--- config.mk ---
export PLATFORM = sky130hd
export DESIGN_NAME = twp_ctrl
export DESIGN_NICKNAME = d
export VERILOG_FILES = /design/src/rtl/core/twp_pkg.sv /design/src/rtl/core/twp_ctrl.sv
export SDC_FILE = /design/constraint.sdc
export NUM_CORES = 1
export LEC_CHECK = 0
export CAP_MARGIN = 30
export CELL_PAD_IN_SITES_DETAIL_PLACEMENT = 1
export CELL_PAD_IN_SITES_GLOBAL_PLACEMENT = 2
export CORE_UTILIZATION = 26
export CTS_CLUSTER_DIAMETER = 30
export DETAILED_ROUTE_END_ITERATION = 10
export DONT_BUFFER_PORTS = 1
export PLACE_DENSITY = 0.73
export SYNTH_ARGS = -nofsm -noshare
export SYNTH_HDL_FRONTEND = slang
export SYNTH_SLANG_ARGS = --single-unit
--- constraint.sdc ---
create_clock -name clock -period 1.68 [get_ports clock]
set_input_delay 0 -clock clock [delete_from_list [all_inputs] [get_ports clock]]
set_output_delay 0 -clock clock [all_outputs]
set_load 0.02 [all_outputs]
--- src/rtl/core/twp_pkg.sv ---
// ----------------------------------------------------------------------------
// twp_pkg
// Shared types and constants of the timed waveform playback core.
// ----------------------------------------------------------------------------
package twp_pkg;

   localparam int MAX_SAMPLES  = 4096;
   localparam int MAX_ELEMENTS = 8;
   localparam int SAMPLE_W     = 12;
   localparam int ELEM_W       = 3;
   localparam int EPS_W        = 4;
   localparam int COUNT_W      = 13;
   localparam int TIME_W       = 48;
   localparam int VALUE_W      = 32;
   localparam int VADDR_W      = SAMPLE_W + ELEM_W;
   localparam int CSR_IDX_W    = 2;
   localparam int CSR_DATA_W   = 13;

   // request modes
   localparam logic [1:0] MODE_LOAD_TIME  = 2'd0;
   localparam logic [1:0] MODE_LOAD_VALUE = 2'd1;
   localparam logic [1:0] MODE_QUERY      = 2'd2;

   // register indexes
   localparam logic [CSR_IDX_W-1:0] CSR_INTERP_MODE  = 2'd0;
   localparam logic [CSR_IDX_W-1:0] CSR_SAMPLE_COUNT = 2'd1;
   localparam logic [CSR_IDX_W-1:0] CSR_ELEMENTS     = 2'd2;

   typedef enum logic [4:0] {
      ST_IDLE, ST_L_RD0, ST_L_RDL, ST_L_CHKL, ST_L_SRCH, ST_L_STEP, ST_L_RDS,
      ST_L_RDS1, ST_L_GOTT, ST_E_RD0, ST_E_RD1, ST_E_LAT, ST_E_PREP, ST_E_WAIT,
      ST_E_OUTL, ST_E_OUTV0, ST_N_RD, ST_N_CHK, ST_N_SRCH, ST_N_STEP, ST_N_RDS,
      ST_N_CMP, ST_NE_START, ST_NE_RD, ST_NE_CAP, ST_NE_OUT, ST_Z_OUT
   } state_type;

   typedef enum logic [2:0] {
      LS_IDLE, LS_MUL, LS_DIV, LS_RND, LS_FIN
   } lerp_state_type;

   typedef enum logic [1:0] {TA_ZERO, TA_LAST, TA_S, TA_S1} taddr_sel_type;
   typedef enum logic [1:0] {VA_S, VA_S1, VA_PICK} vaddr_sel_type;
   typedef enum logic [1:0] {OS_ZERO, OS_V0, OS_LERP} out_src_type;

   typedef struct packed {
      logic          req_ready;
      taddr_sel_type taddr_sel;
      vaddr_sel_type vaddr_sel;
      logic          cap_ta;
      logic          cap_tb;
      logic          cap_v0;
      logic          cap_v1;
      logic          s_inc;
      logic          set_pick;
      logic          pick_s1;
      logic          save_ptr;
      logic          flag_upd;
      logic          flag_ended;
      logic          elem_clr;
      logic          elem_inc;
      logic          lerp_start;
      logic          out_load;
      out_src_type   out_src;
   } cmd_type;

   typedef struct packed {
      logic req_valid;
      logic req_query;
      logic near_mode;
      logic t_gt_q;
      logic t_lt_q;
      logic near_left;
      logic s_lt_nm2;
      logic s_lt_nm1;
      logic s_is_zero;
      logic s_is_nm1;
      logic d_le_0;
      logic lerp_done;
      logic out_free;
      logic elem_last;
   } status_type;

endpackage

--- src/rtl/core/twp_ctrl.sv ---
// ----------------------------------------------------------------------------
// twp_ctrl
// Sequencer: search over the time store, per-element read, interpolate, emit.
// ----------------------------------------------------------------------------
module twp_ctrl (
   input  logic                 clock,
   input  logic                 reset,
   input  twp_pkg::status_type  status,
   output twp_pkg::cmd_type     cmd
);
   import twp_pkg::*;

   state_type state_ff, state_in;

   // next state
   always_comb begin
      state_in = state_ff;
      unique case (state_ff)
         ST_IDLE:
            if (status.req_valid && status.req_query)
               state_in = status.near_mode ? ST_N_RD : ST_L_RD0;
         ST_L_RD0:  state_in = ST_L_RDL;
         ST_L_RDL:  state_in = status.t_gt_q ? ST_Z_OUT : ST_L_CHKL;
         ST_L_CHKL: state_in = status.t_lt_q ? ST_Z_OUT : ST_L_SRCH;
         ST_L_SRCH: state_in = status.s_lt_nm2 ? ST_L_STEP : ST_L_RDS;
         ST_L_STEP: state_in = status.t_lt_q ? ST_L_SRCH : ST_L_RDS;
         ST_L_RDS:  state_in = ST_L_RDS1;
         ST_L_RDS1: state_in = ST_L_GOTT;
         ST_L_GOTT: state_in = ST_E_RD0;
         ST_E_RD0:  state_in = ST_E_RD1;
         ST_E_RD1:  state_in = ST_E_LAT;
         ST_E_LAT:  state_in = ST_E_PREP;
         ST_E_PREP: state_in = status.d_le_0 ? ST_E_OUTV0 : ST_E_WAIT;
         ST_E_WAIT: if (status.lerp_done) state_in = ST_E_OUTL;
         ST_E_OUTL, ST_E_OUTV0:
            if (status.out_free) state_in = status.elem_last ? ST_IDLE : ST_E_RD0;
         ST_N_RD:   state_in = ST_N_CHK;
         ST_N_CHK:
            if ((status.s_is_zero && status.t_gt_q) || (status.s_is_nm1 && status.t_lt_q))
               state_in = ST_Z_OUT;
            else
               state_in = ST_N_SRCH;
         ST_N_SRCH: state_in = status.s_lt_nm1 ? ST_N_STEP : ST_NE_START;
         ST_N_STEP: state_in = status.t_gt_q ? ST_N_RDS : ST_N_SRCH;
         ST_N_RDS:  state_in = ST_N_CMP;
         ST_N_CMP:  state_in = ST_NE_START;
         ST_NE_START: state_in = ST_NE_RD;
         ST_NE_RD:  state_in = ST_NE_CAP;
         ST_NE_CAP: state_in = ST_NE_OUT;
         ST_NE_OUT:
            if (status.out_free) state_in = status.elem_last ? ST_IDLE : ST_NE_RD;
         ST_Z_OUT:
            if (status.out_free && status.elem_last) state_in = ST_IDLE;
         default: state_in = ST_IDLE;
      endcase
   end

   // commands
   always_comb begin
      cmd = '0;
      cmd.taddr_sel = TA_ZERO;
      cmd.vaddr_sel = VA_PICK;
      cmd.out_src   = OS_ZERO;
      unique case (state_ff)
         ST_IDLE:  cmd.req_ready = 1'b1;
         ST_L_RD0: cmd.taddr_sel = TA_ZERO;
         ST_L_RDL: begin
            cmd.taddr_sel = TA_LAST;
            if (status.t_gt_q) begin
               cmd.flag_upd = 1'b1;
               cmd.elem_clr = 1'b1;
            end
         end
         ST_L_CHKL: begin
            if (status.t_lt_q) begin
               cmd.flag_upd   = 1'b1;
               cmd.flag_ended = 1'b1;
               cmd.elem_clr   = 1'b1;
            end
         end
         ST_L_SRCH: cmd.taddr_sel = TA_S1;
         ST_L_STEP: cmd.s_inc = status.t_lt_q;
         ST_L_RDS:  cmd.taddr_sel = TA_S;
         ST_L_RDS1: begin
            cmd.taddr_sel = TA_S1;
            cmd.cap_ta    = 1'b1;
         end
         ST_L_GOTT: begin
            cmd.cap_tb   = 1'b1;
            cmd.save_ptr = 1'b1;
            cmd.flag_upd = 1'b1;
            cmd.elem_clr = 1'b1;
         end
         ST_E_RD0: cmd.vaddr_sel = VA_S;
         ST_E_RD1: begin
            cmd.vaddr_sel = VA_S1;
            cmd.cap_v0    = 1'b1;
         end
         ST_E_LAT:  cmd.cap_v1 = 1'b1;
         ST_E_PREP: cmd.lerp_start = !status.d_le_0;
         ST_E_WAIT: ;
         ST_E_OUTL, ST_E_OUTV0, ST_NE_OUT, ST_Z_OUT: begin
            cmd.out_src = (state_ff == ST_E_OUTL) ? OS_LERP :
                          (state_ff == ST_Z_OUT)  ? OS_ZERO : OS_V0;
            if (status.out_free) begin
               cmd.out_load = 1'b1;
               cmd.elem_inc = !status.elem_last;
            end
         end
         ST_N_RD: cmd.taddr_sel = TA_S;
         ST_N_CHK: begin
            if (status.s_is_zero && status.t_gt_q) begin
               cmd.flag_upd = 1'b1;
               cmd.elem_clr = 1'b1;
            end else if (status.s_is_nm1 && status.t_lt_q) begin
               cmd.flag_upd   = 1'b1;
               cmd.flag_ended = 1'b1;
               cmd.elem_clr   = 1'b1;
            end
         end
         ST_N_SRCH: begin
            cmd.taddr_sel = TA_S1;
            cmd.set_pick  = !status.s_lt_nm1;
         end
         ST_N_STEP: begin
            cmd.s_inc  = !status.t_gt_q;
            cmd.cap_tb = status.t_gt_q;
         end
         ST_N_RDS: cmd.taddr_sel = TA_S;
         ST_N_CMP: begin
            cmd.set_pick = 1'b1;
            cmd.pick_s1  = !status.near_left;
         end
         ST_NE_START: begin
            cmd.save_ptr = 1'b1;
            cmd.flag_upd = 1'b1;
            cmd.elem_clr = 1'b1;
         end
         ST_NE_RD:  cmd.vaddr_sel = VA_PICK;
         ST_NE_CAP: cmd.cap_v0 = 1'b1;
         default: ;
      endcase
   end

   always_ff @(posedge clock) begin
      if (reset) begin
         state_ff <= ST_IDLE;
      end else begin
         state_ff <= state_in;
      end
   end

   a_load_free: assert property (@(posedge clock) disable iff (reset)
      cmd.out_load |-> status.out_free) else $error("result loaded over pending one");
   a_ready_no_load: assert property (@(posedge clock) disable iff (reset)
      cmd.req_ready |-> !cmd.out_load && !cmd.lerp_start)
      else $error("request taken during query work");
   a_wait_done: assert property (@(posedge clock) disable iff (reset)
      (state_ff == ST_E_WAIT && status.lerp_done) |=> state_ff == ST_E_OUTL)
      else $error("interpolation result not emitted");
endmodule

==> results.md, run 1 <==
* Mapped Nets at 166
* WL final at 4100 µm
* Clock buffer depth at 2
* Ys flop type: dfxtp_1
* Most common cell in the synthesized netlist: nand2_1
* Synthesized area at 982 µm²
* CP Launch Type: flop
* Final-report max-slew violation count at 0
* HP Class: in2reg
* Worst Hold Launch: reset
* Critical Path RT at 1.78 ns
* Syn Inst Count at 150
* Post-synth top area cell: dfxtp_1
* Slew @ Worst Pin at 0.415 ns
* Die W at 63.5 µm
* Reg-to-Reg Start: state_ff[0]$_SDFFE_PP0P_
* Comb pwr share at 69.4%
* Largest vdd supply drop at 390 µV
* Largest register FFs at 5
* Most flops, register: state_ff
* Ranking of synthesized cells by area: dfxtp_1, nand2_1, a21oi_1, nor2_1, nand2b_1
* Internal power at 0.704 mW
* Ant diodes at 0
* RSZ-0062 raised after global routing: yes
* Layout Skew at 0.00159 ns
* Hold-critical path endpoint: state_ff[3]$_SDFFE_PP0P_
* Sw Ratio at 48.7%
* Relative slew slack at 72.2%
* Crit path kind: reg2reg
* Synth warnings at 0
* Run status: complete, no violations
* Antenna Violating Nets Remaining at 0
* Row count at 21
* GPL Wtd Cong at 0.881
* Fmax at 607 MHz
* Yosys reg bits at 5
* Num Clock Sinks at 5
* Full die area at 4030 µm²
* First-pass GRT wire length at 6490 µm
* Hold Path Cell Cnt at 2
* R2R setup slack at 0.03 ns
* Worst Setup Slack, final at 0.0336 ns
* Die height at 63.5 µm
* Post-synth cell types at 46
* Cell Area, Placed at 1240 µm²
* Final net count at 195
* Final core utilization at 38.3%
* Vias/cell at 5.71
* WP data arrival at 1.75 ns
* Max_cap viols at 0
* Sw power at 0.668 mW
* Pwr dens at 1030 nW/µm²
* Remaining DRCs at 0
* Share of the synthesized area in the top cell type at 10.2%
* Wire length per cell at 18.3 µm
* Setup WS pre-CTS at -0.0629 ns
* Power Total at 1.37 mW
* Fraction of registers with async set/reset at 0%
* Starting Density at 28.3%
* Clock root buffer: clkbuf_8
* Design area at 1330 µm²
* Initial DRC count at 70
* P_leak at 0.517 nW
* GR Overflow Total at 0
* Cell Count, Final, Fillers Out at 224
* Final Setup Violations at 0
* DR pass1 iterations at 4
* Ports at 37
* Total number of vias at 1280
* Number of synthesized flops with an enable pin at 0
* Avg Cell Area, Syn at 6.55 µm²
* Core ar. at 3470 µm²
* Worst-Skew Late Latency at 0.22 ns
* Crit-path max FO at 10
* Initial antenna violation count at 0
* Area growth syn-to-layout at 35.3%
* Endpoint class of the critical path: flop
* CTS buffer count at 3
* Detail Placement HPWL at 3250 µm
* Clock power frac at 15.8%
* Fill cells at 465
* Pin count of the biggest net entering global routing at 25
* Final Hold Fails at 0
* H-tree depth at 1
* Largest registers: state_ff: 5 flops
* Hold_buf cts at 0
* Setup TNS at 0 ns
* Final worst path period share at 98.0%
* Port Buffers at 0
* Share of cells above drive strength 1 at 34.3%
* Clock slew at reported path FFs at 0.04 ns
* Total track usage at 20.3%
* RR Endpoint: state_ff[4]$_SDFFE_PP0P_
* CTS tree: yes
* Min cycle time layout at 1.65 ns
* Vias in the first global route at 1347
* Final hold slack at 0.0135 ns
* Synth cell count leaders: nand2_1, nor2_1, a21oi_1
* Cells after DPL at 220
* Seq/Total Area, Yosys at 10.2%
* Worst R2R Path Depth at 6
* Flop pwr share at 14.8%
[worst max-delay path, stage by stage (launching register included)]
cell	delay (ns)
dfxtp_2	0.37
buf_4	0.19
nor3_1	0.31
nand3_1	0.18
nand4_2	0.18
nor2_2	0.08
a32o_1	0.22
[per-layer routing]
metal,GRT usage [%],share of wire (%),up-vias
li1,-,-,614
met1,24.2,43,624
met2,37.4,52,36
met3,1.81,3.9,6
met4,6.53,1.2,0
met5,0,0,-
[how the worst max path moves through the flow]
stage	slack, ns	to	startpoint	cells past startpoint
floorplan	0.04	cmd[7]	state_ff[4]$_SDFFE_PP0P_	6
global placement	-0.009	state_ff[2]$_SDFFE_PP0P_	state_ff[0]$_SDFFE_PP0P_	7
detailed placement	-0.06	state_ff[2]$_SDFFE_PP0P_	state_ff[0]$_SDFFE_PP0P_	7
CTS	0.01	cmd[5]	state_ff[1]$_SDFFE_PP0P_	5
global route	-0.07	cmd[4]	state_ff[0]$_SDFFE_PP0P_	6
finish	0.03	state_ff[4]$_SDFFE_PP0P_	state_ff[0]$_SDFFE_PP0P_	6
[power groups by stage]
stage               clock (mW)  sequential [mW]  combinational (mW)
finish                   0.217            0.203               0.952
global route             0.231            0.209                1.03
CTS                      0.223            0.201               0.929
detailed placement           0            0.200               0.918
global placement             0            0.195               0.894
floorplan                    0            0.165               0.652
[cell type report]
class,instances,area [µm²],area share [%]
flip-flops and latches,5,110,8.29
repair buffers,38,298,22.4
clock buffers,4,45.0,3.39
well taps,46,57.6,4.33
multi-input cells,126,800,60.2
inverters,5,18.8,1.41
[kinds of logic after synthesis]
logic type	Yosys count	synth area share, %
compound gates	45	31.9
buf+inv	19	12.2
flops	5	10.2
mux	2	2.17
simple gates	79	43.6
[cell usage in the layout (no fill, tap or decap), types with 3 or more instances in the layout]
master     n
nor3_1     5
nand2b_1   6
a21oi_1   12
o21ai_1    4
clkbuf_8   3
nand3b_1   3
o21ai_0    3
or3_1      3
buf_4     37
inv_1      3
nand4_1    3
a211o_1    3
o22ai_1    3
nor2b_1    5
nand3_1    5
nand2_1   18
nor2_1    14
[repair_timing]
action,in CTS,in global routing
endpoints found under the setup margin,9,9
pin swaps,0,2
buffers inserted,0,0
gates resized for setup,7,6
Power figures use the tool's default switching activity.
==> run 2: changes to the inputs <==
--- a/config.mk
+++ b/config.mk
@@ -5,6 +5,7 @@
 export SDC_FILE = /design/constraint.sdc
 export NUM_CORES = 1
 export LEC_CHECK = 0
+export ABC_AREA = 1
 export CAP_MARGIN = 30
 export CELL_PAD_IN_SITES_DETAIL_PLACEMENT = 1
 export CELL_PAD_IN_SITES_GLOBAL_PLACEMENT = 2
@@ -12,7 +13,7 @@
 export CTS_CLUSTER_DIAMETER = 30
 export DETAILED_ROUTE_END_ITERATION = 10
 export DONT_BUFFER_PORTS = 1
-export PLACE_DENSITY = 0.73
+export PLACE_DENSITY = 0.81
 export SYNTH_ARGS = -nofsm -noshare
 export SYNTH_HDL_FRONTEND = slang
 export SYNTH_SLANG_ARGS = --single-unit
==> run 2 against run 1 <==
  * Clock power fell by 31%
  * Worst hold slack improved by 0.057 ns
  * Sequential share of layout area rose by 1.3 points
  * Non-clock buffer count fell by 21
  * Cell count rose by 14%
  * Final area fell by 15%
==> results.md, run 2 <==
* Final worst path period share at 95.5% (-2.5 points)
* Crit path kind: reg2out
* Final Setup Violations at 0 (unchanged)
* Die W at 61.5 µm (-3.1%)
* Slew @ Worst Pin at 0.478 ns (+0.0634 ns)
* HP Class: in2reg
* Fraction of registers with async set/reset at 0% (unchanged)
* Initial DRC count at 42 (-40%)
* Worst setup path endpoint: cmd[19]
* Layout Skew at 0.0136 ns (+0.0121 ns)
* Comb pwr share at 71.5% (+2.1 points)
* Area of the multi-input gates at 687 µm² (-14%)
* Mapped Nets at 207 (+25%)
* Ranking of synthesized cells by area: nand2_1, nor2_1, nand3_1, dfxtp_1, inv_1
* Worst setup path start: state_ff[3]$_SDFFE_PP0P_
* Clock root buffer: clkbuf_4
* GR Overflow Total at 0 (unchanged)
* Num Clock Sinks at 5 (unchanged)
* Die height at 61.5 µm (-3.1%)
* Largest registers: state_ff: 5 flops
* Pwr dens at 1140 nW/µm² (+11%)
* Setup WS pre-CTS at 0.0871 ns (+0.150 ns)
* Detail Placement HPWL at 2950 µm (-9.3%)
* RSZ-0062 raised after global routing: no
* Post-synth cell types at 17 (-63%)
* Worst R2R Path Depth at 7 (+1)
* Largest register FFs at 5 (unchanged)
* WL final at 3460 µm (-16%)
* Total track usage at 19.4% (-0.89 points)
* Full die area at 3780 µm² (-6.0%)
* Synthesized area at 921 µm² (-6.2%)
* Post-synth top area cell: nand2_1
* Clock buffer depth at 2 (unchanged)
* Most common cell after layout, fill and taps aside: nand2_1
* Worst-Skew Late Latency at 0.25 ns (+0.03 ns)
* Fmax at 623 MHz (+2.6%)
* Most flops, register: state_ff
* Worst Setup Slack, final at 0.0760 ns (+0.0424 ns)
* Run status: complete, no violations
* Crit path top cell by count: nand2_1
* Sequential Area at 108 µm² (-2.3%)
* Final-report max-slew violation count at 0 (unchanged)
* Max_cap viols at 0 (unchanged)
* Fill cells at 513 (+10%)
* Synth warnings at 0 (unchanged)
* Share of the synthesized area in the top cell type at 22.8% (+13 points)
* Wire length per cell at 13.6 µm (-26%)
* Flop pwr share at 16.9% (+2.1 points)
* Vias/cell at 4.90 (-14%)
* Row count at 21 (unchanged)
* Internal power at 0.541 mW (-23%)
* Relative slew slack at 68.2% (-4.0 points)
* Remaining DRCs at 0 (unchanged)
* Sw power at 0.745 mW (+11%)
* Min cycle time layout at 1.60 ns (-0.0424 ns)
* CTS tree: yes
* Largest vdd supply drop at 316 µV (-19%)
* Initial antenna violation count at 0 (unchanged)
* Slowest stage delay, CP at 0.39 ns (+0.02 ns)
* Core ar. at 3360 µm² (-3.0%)
* Starting Density at 27.4% (-0.94 points)
* First-pass GRT wire length at 5290 µm (-18%)
* Synth cell count leaders: nand2_1, nor2_1, nand3_1
* Slowest-stage cell, CP: dfxtp_2
* Clock power frac at 11.7% (-4.1 points)
* Total number of vias at 1249 (-2.4%)
* Number of synthesized flops with an enable pin at 0 (unchanged)
* Endpoint class of the critical path: output pin
* GPL Wtd Cong at 0.863 (-2.0%)
* Final hold slack at 0.0702 ns (+0.0567 ns)
* Ys flop type: dfxtp_1
* Critical Path RT at 1.68 ns (-0.10 ns)
* Setup TNS at 0 ns (unchanged)
* Seq/Total Area, Yosys at 10.9% (+0.68 points)
* Vias in the first global route at 1139 (-15%)
* CTS buffer count at 3 (unchanged)
* RR Endpoint: state_ff[1]$_SDFFE_PP0P_
* Port Buffers at 0 (unchanged)
* H-tree depth at 1 (unchanged)
* WP data arrival at 1.60 ns (-0.15 ns)
* P_leak at 0.648 nW (+25%)
* Most frequent cells in the layout: nand2_1, nor2_1, nand3_1, inv_1, buf_4
* Final Hold Fails at 0 (unchanged)
* Syn Inst Count at 191 (+27%)
* Pin count of the biggest net entering global routing at 10 (-60%)
* Most common cell in the synthesized netlist: nand2_1
* Share of cells above drive strength 1 at 20.1% (-14 points)
* DR pass1 iterations at 4 (unchanged)
* Area growth syn-to-layout at 22.1%
* Clock slew at reported path FFs at 0.04 ns (about the same)
* CP Cell Sequence: inv_1 -> nand2_1 -> nor2_1 -> buf_4 -> nor3_1 -> nand2_1
* R2R setup slack at 0.21 ns (+0.18 ns)
* Ant diodes at 0 (unchanged)
* Antenna Violating Nets Remaining at 0 (unchanged)
* Reg-to-Reg Start: state_ff[0]$_SDFFE_PP0P_
* Yosys reg bits at 5 (unchanged)
* Sw Ratio at 57.9% (+9.2 points)
* Final net count at 226 (+16%)
* Ports at 37 (unchanged)
* Crit-path max FO at 5 (-5)
* Avg Cell Area, Syn at 4.82 µm² (-26%)
* CP Launch Type: flop
run 2: cell count changes after synthesis, sizes merged, moves of 4 or more:
cell    delta
inv       +25
or3        -4
nand2     +42
nor2b      -5
buf       -11
nor3       -4
nand2b     -8
nor2      +28
nand3     +23
a21oi      -5
run 2: worst min-delay path by stage:
| stage | startpoint | end | slack [ns] | depth (start not counted) |
|---|---|---|---|---|
| 6_report | status[0] | state_ff[3]$_SDFFE_PP0P_ | 0.07 | 5 |
| 5_1_grt | status[8] | cmd[9] | 0.08 | 1 |
| 4_1_cts | status[0] | state_ff[3]$_SDFFE_PP0P_ | 0.07 | 5 |
| 3_5_place_dp | reset | state_ff[3]$_SDFFE_PP0P_ | 0.07 | 1 |
| 3_3_place_gp | reset | state_ff[2]$_SDFFE_PP0P_ | 0.07 | 1 |
| 2_1_floorplan | reset | state_ff[0]$_SDFFE_PP0P_ | 0.07 | 1 |
run 2: through the flow:
step	std cells	util (%)	power [mW]	instance area, µm²
after floorplan	191	-	0.848	921
after global placement	249	31.8	1.11	1070
after detailed placement	249	31.8	1.11	1070
after CTS	254	32.9	1.27	1110
after global routing	255	33.4	1.40	1120
final	255	33.4	1.29	1120
run 2: metal layers:
| metal | wire, µm | GRT usage [%] |
|---|---|---|
| met5 | 0 | 0 |
| met4 | 10 | 3.81 |
| met3 | 247 | 1.26 |
| met2 | 1560 | 33.2 |
| met1 | 1650 | 26.7 |
run 2: cell families (layout without fill, tap and decap cells):
| logic type | after synthesis | after routing | synth area share (%) |
|---|---|---|---|
| AOI/OAI and AO/OA | 13 | 13 | 7.20 |
| buffers and inverters | 34 | 52 | 15.1 |
| DFF | 5 | 5 | 10.9 |
| and+or+nand+nor | 139 | 139 | 66.8 |
run 2: area by class of cell:
cell class | instances | area share [%]
Sequential cell | 5 | 9.57
Multi-Input combinational cell | 152 | 61.1
Tap cell | 46 | 5.12
Inverter | 31 | 10.3
Timing Repair Buffer | 17 | 11.6
Clock buffer | 4 | 2.34
run 2: repair_timing:
action	in CTS	in global routing
gates resized for setup	2	4
hold buffers	1	0
pin swaps	1	2
endpoints found under the setup margin	5	6
hold endpoints to repair	5	0
buffers inserted	0	1
run 2: worst max-delay path: cells and delay by family, from the launching register on:
| family | cells | cell delay, ns |
|---|---|---|
| buffers and inverters | 2 | 0.26 |
| flip-flops | 1 | 0.39 |
| AND/OR/NAND/NOR | 4 | 0.72 |
run 2: power by group through the flow:
stage,clock [mW],sequential [mW],combinational [mW]
3_3_place_gp,0,0.208,0.897
6_report,0.150,0.217,0.919
5_1_grt,0.155,0.221,1.02
2_1_floorplan,0,0.180,0.668
4_1_cts,0.152,0.210,0.907
3_5_place_dp,0,0.210,0.900
==> run 3: changes to the inputs <==
--- a/config.mk
+++ b/config.mk
@@ -9,11 +9,11 @@
 export CAP_MARGIN = 30
 export CELL_PAD_IN_SITES_DETAIL_PLACEMENT = 1
 export CELL_PAD_IN_SITES_GLOBAL_PLACEMENT = 2
-export CORE_UTILIZATION = 26
+export CORE_UTILIZATION = 27
 export CTS_CLUSTER_DIAMETER = 30
 export DETAILED_ROUTE_END_ITERATION = 10
 export DONT_BUFFER_PORTS = 1
-export PLACE_DENSITY = 0.81
+export PLACE_DENSITY = 0.83
 export SYNTH_ARGS = -nofsm -noshare
 export SYNTH_HDL_FRONTEND = slang
 export SYNTH_SLANG_ARGS = --single-unit
==> run 3 against run 2 <==
  * Non-clock buffer count up 1
  * Worst hold slack better by 0.011 ns
  * Critical endpoint is now cmd[4]
  * Power up 1.7%
  * Sequential power barely moved
  * Count of clock-buffer cells in the layout did not move
  * Via count increased by 2.0%
  * Global-route usage increased by 1.6 points
  * Critical path depth up 1
==> results.md, run 3 (synthesis gave the netlist of run 2 again) <==
* Wire length per cell at 14.2 µm (+4.9%)
* Clock buffer depth at 2 (unchanged)
* Cell family with most CP delay: simple AND/OR/NAND/NOR gates
* Max_cap viols at 0 (unchanged)
* Antenna Violating Nets Remaining at 0 (unchanged)
* Slowest stage delay, CP at 0.40 ns (about the same)
* Total number of vias at 1274 (+2.0%)
* Final Hold Fails at 0 (unchanged)
* Setup TNS at 0 ns (unchanged)
* Final-report max-slew violation count at 0 (unchanged)
* Min cycle time layout at 1.59 ns (-0.0176 ns)
* Endpoint class of the critical path: output pin
* Design area at 1160 µm² (+2.8%)
* Remaining DRCs at 0 (unchanged)
* Starting Density at 29.2% (+1.8 points)
* Core ar. at 3150 µm² (-6.3%)
* H-tree depth at 1 (unchanged)
* Crit path kind: reg2out
* Internal power at 0.555 mW (+2.7%)
* DR pass1 iterations at 4 (unchanged)
* Ant diodes at 0 (unchanged)
* Most common cell after layout, fill and taps aside: nand2_1
* Pwr dens at 1130 nW/µm² (-1.1%)
* Cell Count, Final, Fillers Out at 254 (-0.39%)
* Worst-Skew Late Latency at 0.25 ns (about the same)
* Largest vdd supply drop at 680 µV (+120%)
* Port Buffers at 0 (unchanged)
* Vias/cell at 5.02 (+2.4%)
* P_leak at 0.657 nW (+1.4%)
* Clock power frac at 11.0% (-0.7 points)
* Power Total at 1.31 mW (+1.7%)
* Most flops, register: state_ff
* CP Launch Type: flop
* Flop pwr share at 16.7% (-0.2 points)
* Initial DRC count at 37 (-12%)
* Die height at 60.4 µm (-1.8%)
* Pin count of the biggest net entering global routing at 10 (unchanged)
* WP data arrival at 1.59 ns (about the same)
* Slew @ Worst Pin at 0.454 ns (-0.0245 ns)
* Run status: complete, no violations
* Vias in the first global route at 1258 (+10%)
* Cells after DPL at 247 (-0.80%)
* Fmax at 630 MHz (+1.1%)
* CTS buffer count at 3 (unchanged)
* Die W at 60.4 µm (-1.8%)
* Fill cells at 479 (-6.6%)
* CP Cell Sequence: nand2_1 -> inv_2 -> nand3_2 -> nand3_1 -> a31oi_1 -> nor3_1 -> buf_4
* Most frequent cells in the layout: nand2_1, nor2_1, nand3_1, inv_1, buf_4
* Final net count at 227 (+0.44%)
* Full die area at 3650 µm² (-3.6%)
* Total track usage at 21.0% (+1.6 points)
* Final worst path period share at 94.4% (-1.0 points)
* Clock slew at reported path FFs at 0.05 ns (about the same)
* HP Class: in2out
* Largest registers: state_ff: 5 flops
* Critical Path RT at 1.68 ns (about the same)
* Num Clock Sinks at 5 (unchanged)
* GPL Wtd Cong at 0.881 (+2.1%)
* CTS tree: yes
* Cell Area, Placed at 1070 µm² (-0.23%)
* Clock root buffer: clkbuf_4
* Comb pwr share at 72.3% (+0.8 points)
* First-pass GRT wire length at 5640 µm (+6.5%)
* Sw power at 0.752 mW (+0.92%)
* Relative slew slack at 69.8% (+1.6 points)
* Row count at 20 (-4.8%)
* Ports at 37 (unchanged)
* Largest register FFs at 5 (unchanged)
* Sequential Area at 111 µm² (+3.5%)
* Share of cells above drive strength 1 at 23.8% (+3.7 points)
* Detail Placement HPWL at 3020 µm (+2.5%)
* GR Overflow Total at 0 (unchanged)
* Area of the multi-input gates at 707 µm² (+2.9%)
* Sw Ratio at 57.5% (-0.43 points)
* Area growth syn-to-layout at 25.5%
* Slowest-stage cell, CP: dfxtp_2
* Layout Skew at 0.00652 ns (-0.00712 ns)
* WL final at 3620 µm (+4.5%)
* Final Setup Violations at 0 (unchanged)
* Crit path buf inv count at 2 (unchanged)
* Initial antenna violation count at 0 (unchanged)
* Crit-path max FO at 6 (+1)
run 3: cell count changes in the layout (fill, tap and decap cells not counted), sizes merged:
cell / previous run / this run
buf: 16 / 17
run 3: worst register-to-register path, delay by kind of cell, from the launching register on:
kind	cells	cell delay, ns
AOI/OAI and AO/OA	2	0.45
buffers and inverters	1	0.11
DFF	1	0.40
and+or+nand+nor	5	0.50
run 3: area by class of cell:
type	instances	area share, %
Clock buffer	4	2.27
Inverter	31	10.3
Multi-Input combinational cell	152	61.1
Sequential cell	5	9.63
Tap cell	44	4.76
Timing Repair Buffer	18	11.9
run 3: path summary, 6_finish.rpt:
check / startpoint / endpoint / slack [ns] / depth (start not counted)
setup / recovery: state_ff[2]$_SDFFE_PP0P_ / cmd[4] / 0.09 / 7
hold / removal: status[8] / cmd[9] / 0.08 / 1
setup reg to reg: state_ff[2]$_SDFFE_PP0P_ / state_ff[0]$_SDFFE_PP0P_ / 0.12 / 8
hold reg to reg: state_ff[2]$_SDFFE_PP0P_ / state_ff[2]$_SDFFE_PP0P_ / 0.54 / 2
run 3: power groups by stage:
stage / logic [mW] / clock network, mW / registers, mW
after CTS: 0.924 / 0.148 / 0.208
after global routing: 1.02 / 0.159 / 0.227
after floorplan: 0.668 / 0 / 0.180
after detailed placement: 0.885 / 0 / 0.201
final: 0.946 / 0.143 / 0.218
after global placement: 0.880 / 0 / 0.196
run 3: per-layer routing:
metal / GRT usage (%) / up-vias / routed length (µm)
met5: 0 / - / 0
met4: 11.3 / 0 / 132
met3: 1.49 / 14 / 110
met2: 37.4 / 36 / 1830
met1: 25.0 / 586 / 1550
li1: - / 638 / -
run 3: timing repair:
item                                   in CTS  in global routing
hold buffers                                1                  0
setup buffers                               2                  0
pin swaps                                   2                  2
resized for setup                           7                  9
setup endpoints to repair                   2                  6
endpoints found under the hold margin       5                  0
run 3: stage by stage:
| step | setup slack (ns) | util [%] | hold WS, ns |
|---|---|---|---|
| after detailed placement | 0.0166 | 33.8 | 0.0723 |
| after global routing | -0.00207 | 36.7 | 0.0855 |
| after global placement | 0.0637 | 33.8 | 0.0695 |
| final | 0.0936 | 36.7 | 0.0808 |
| after CTS | 0.0147 | 36.0 | 0.0812 |
| after floorplan | 0.232 | - | 0.0691 |
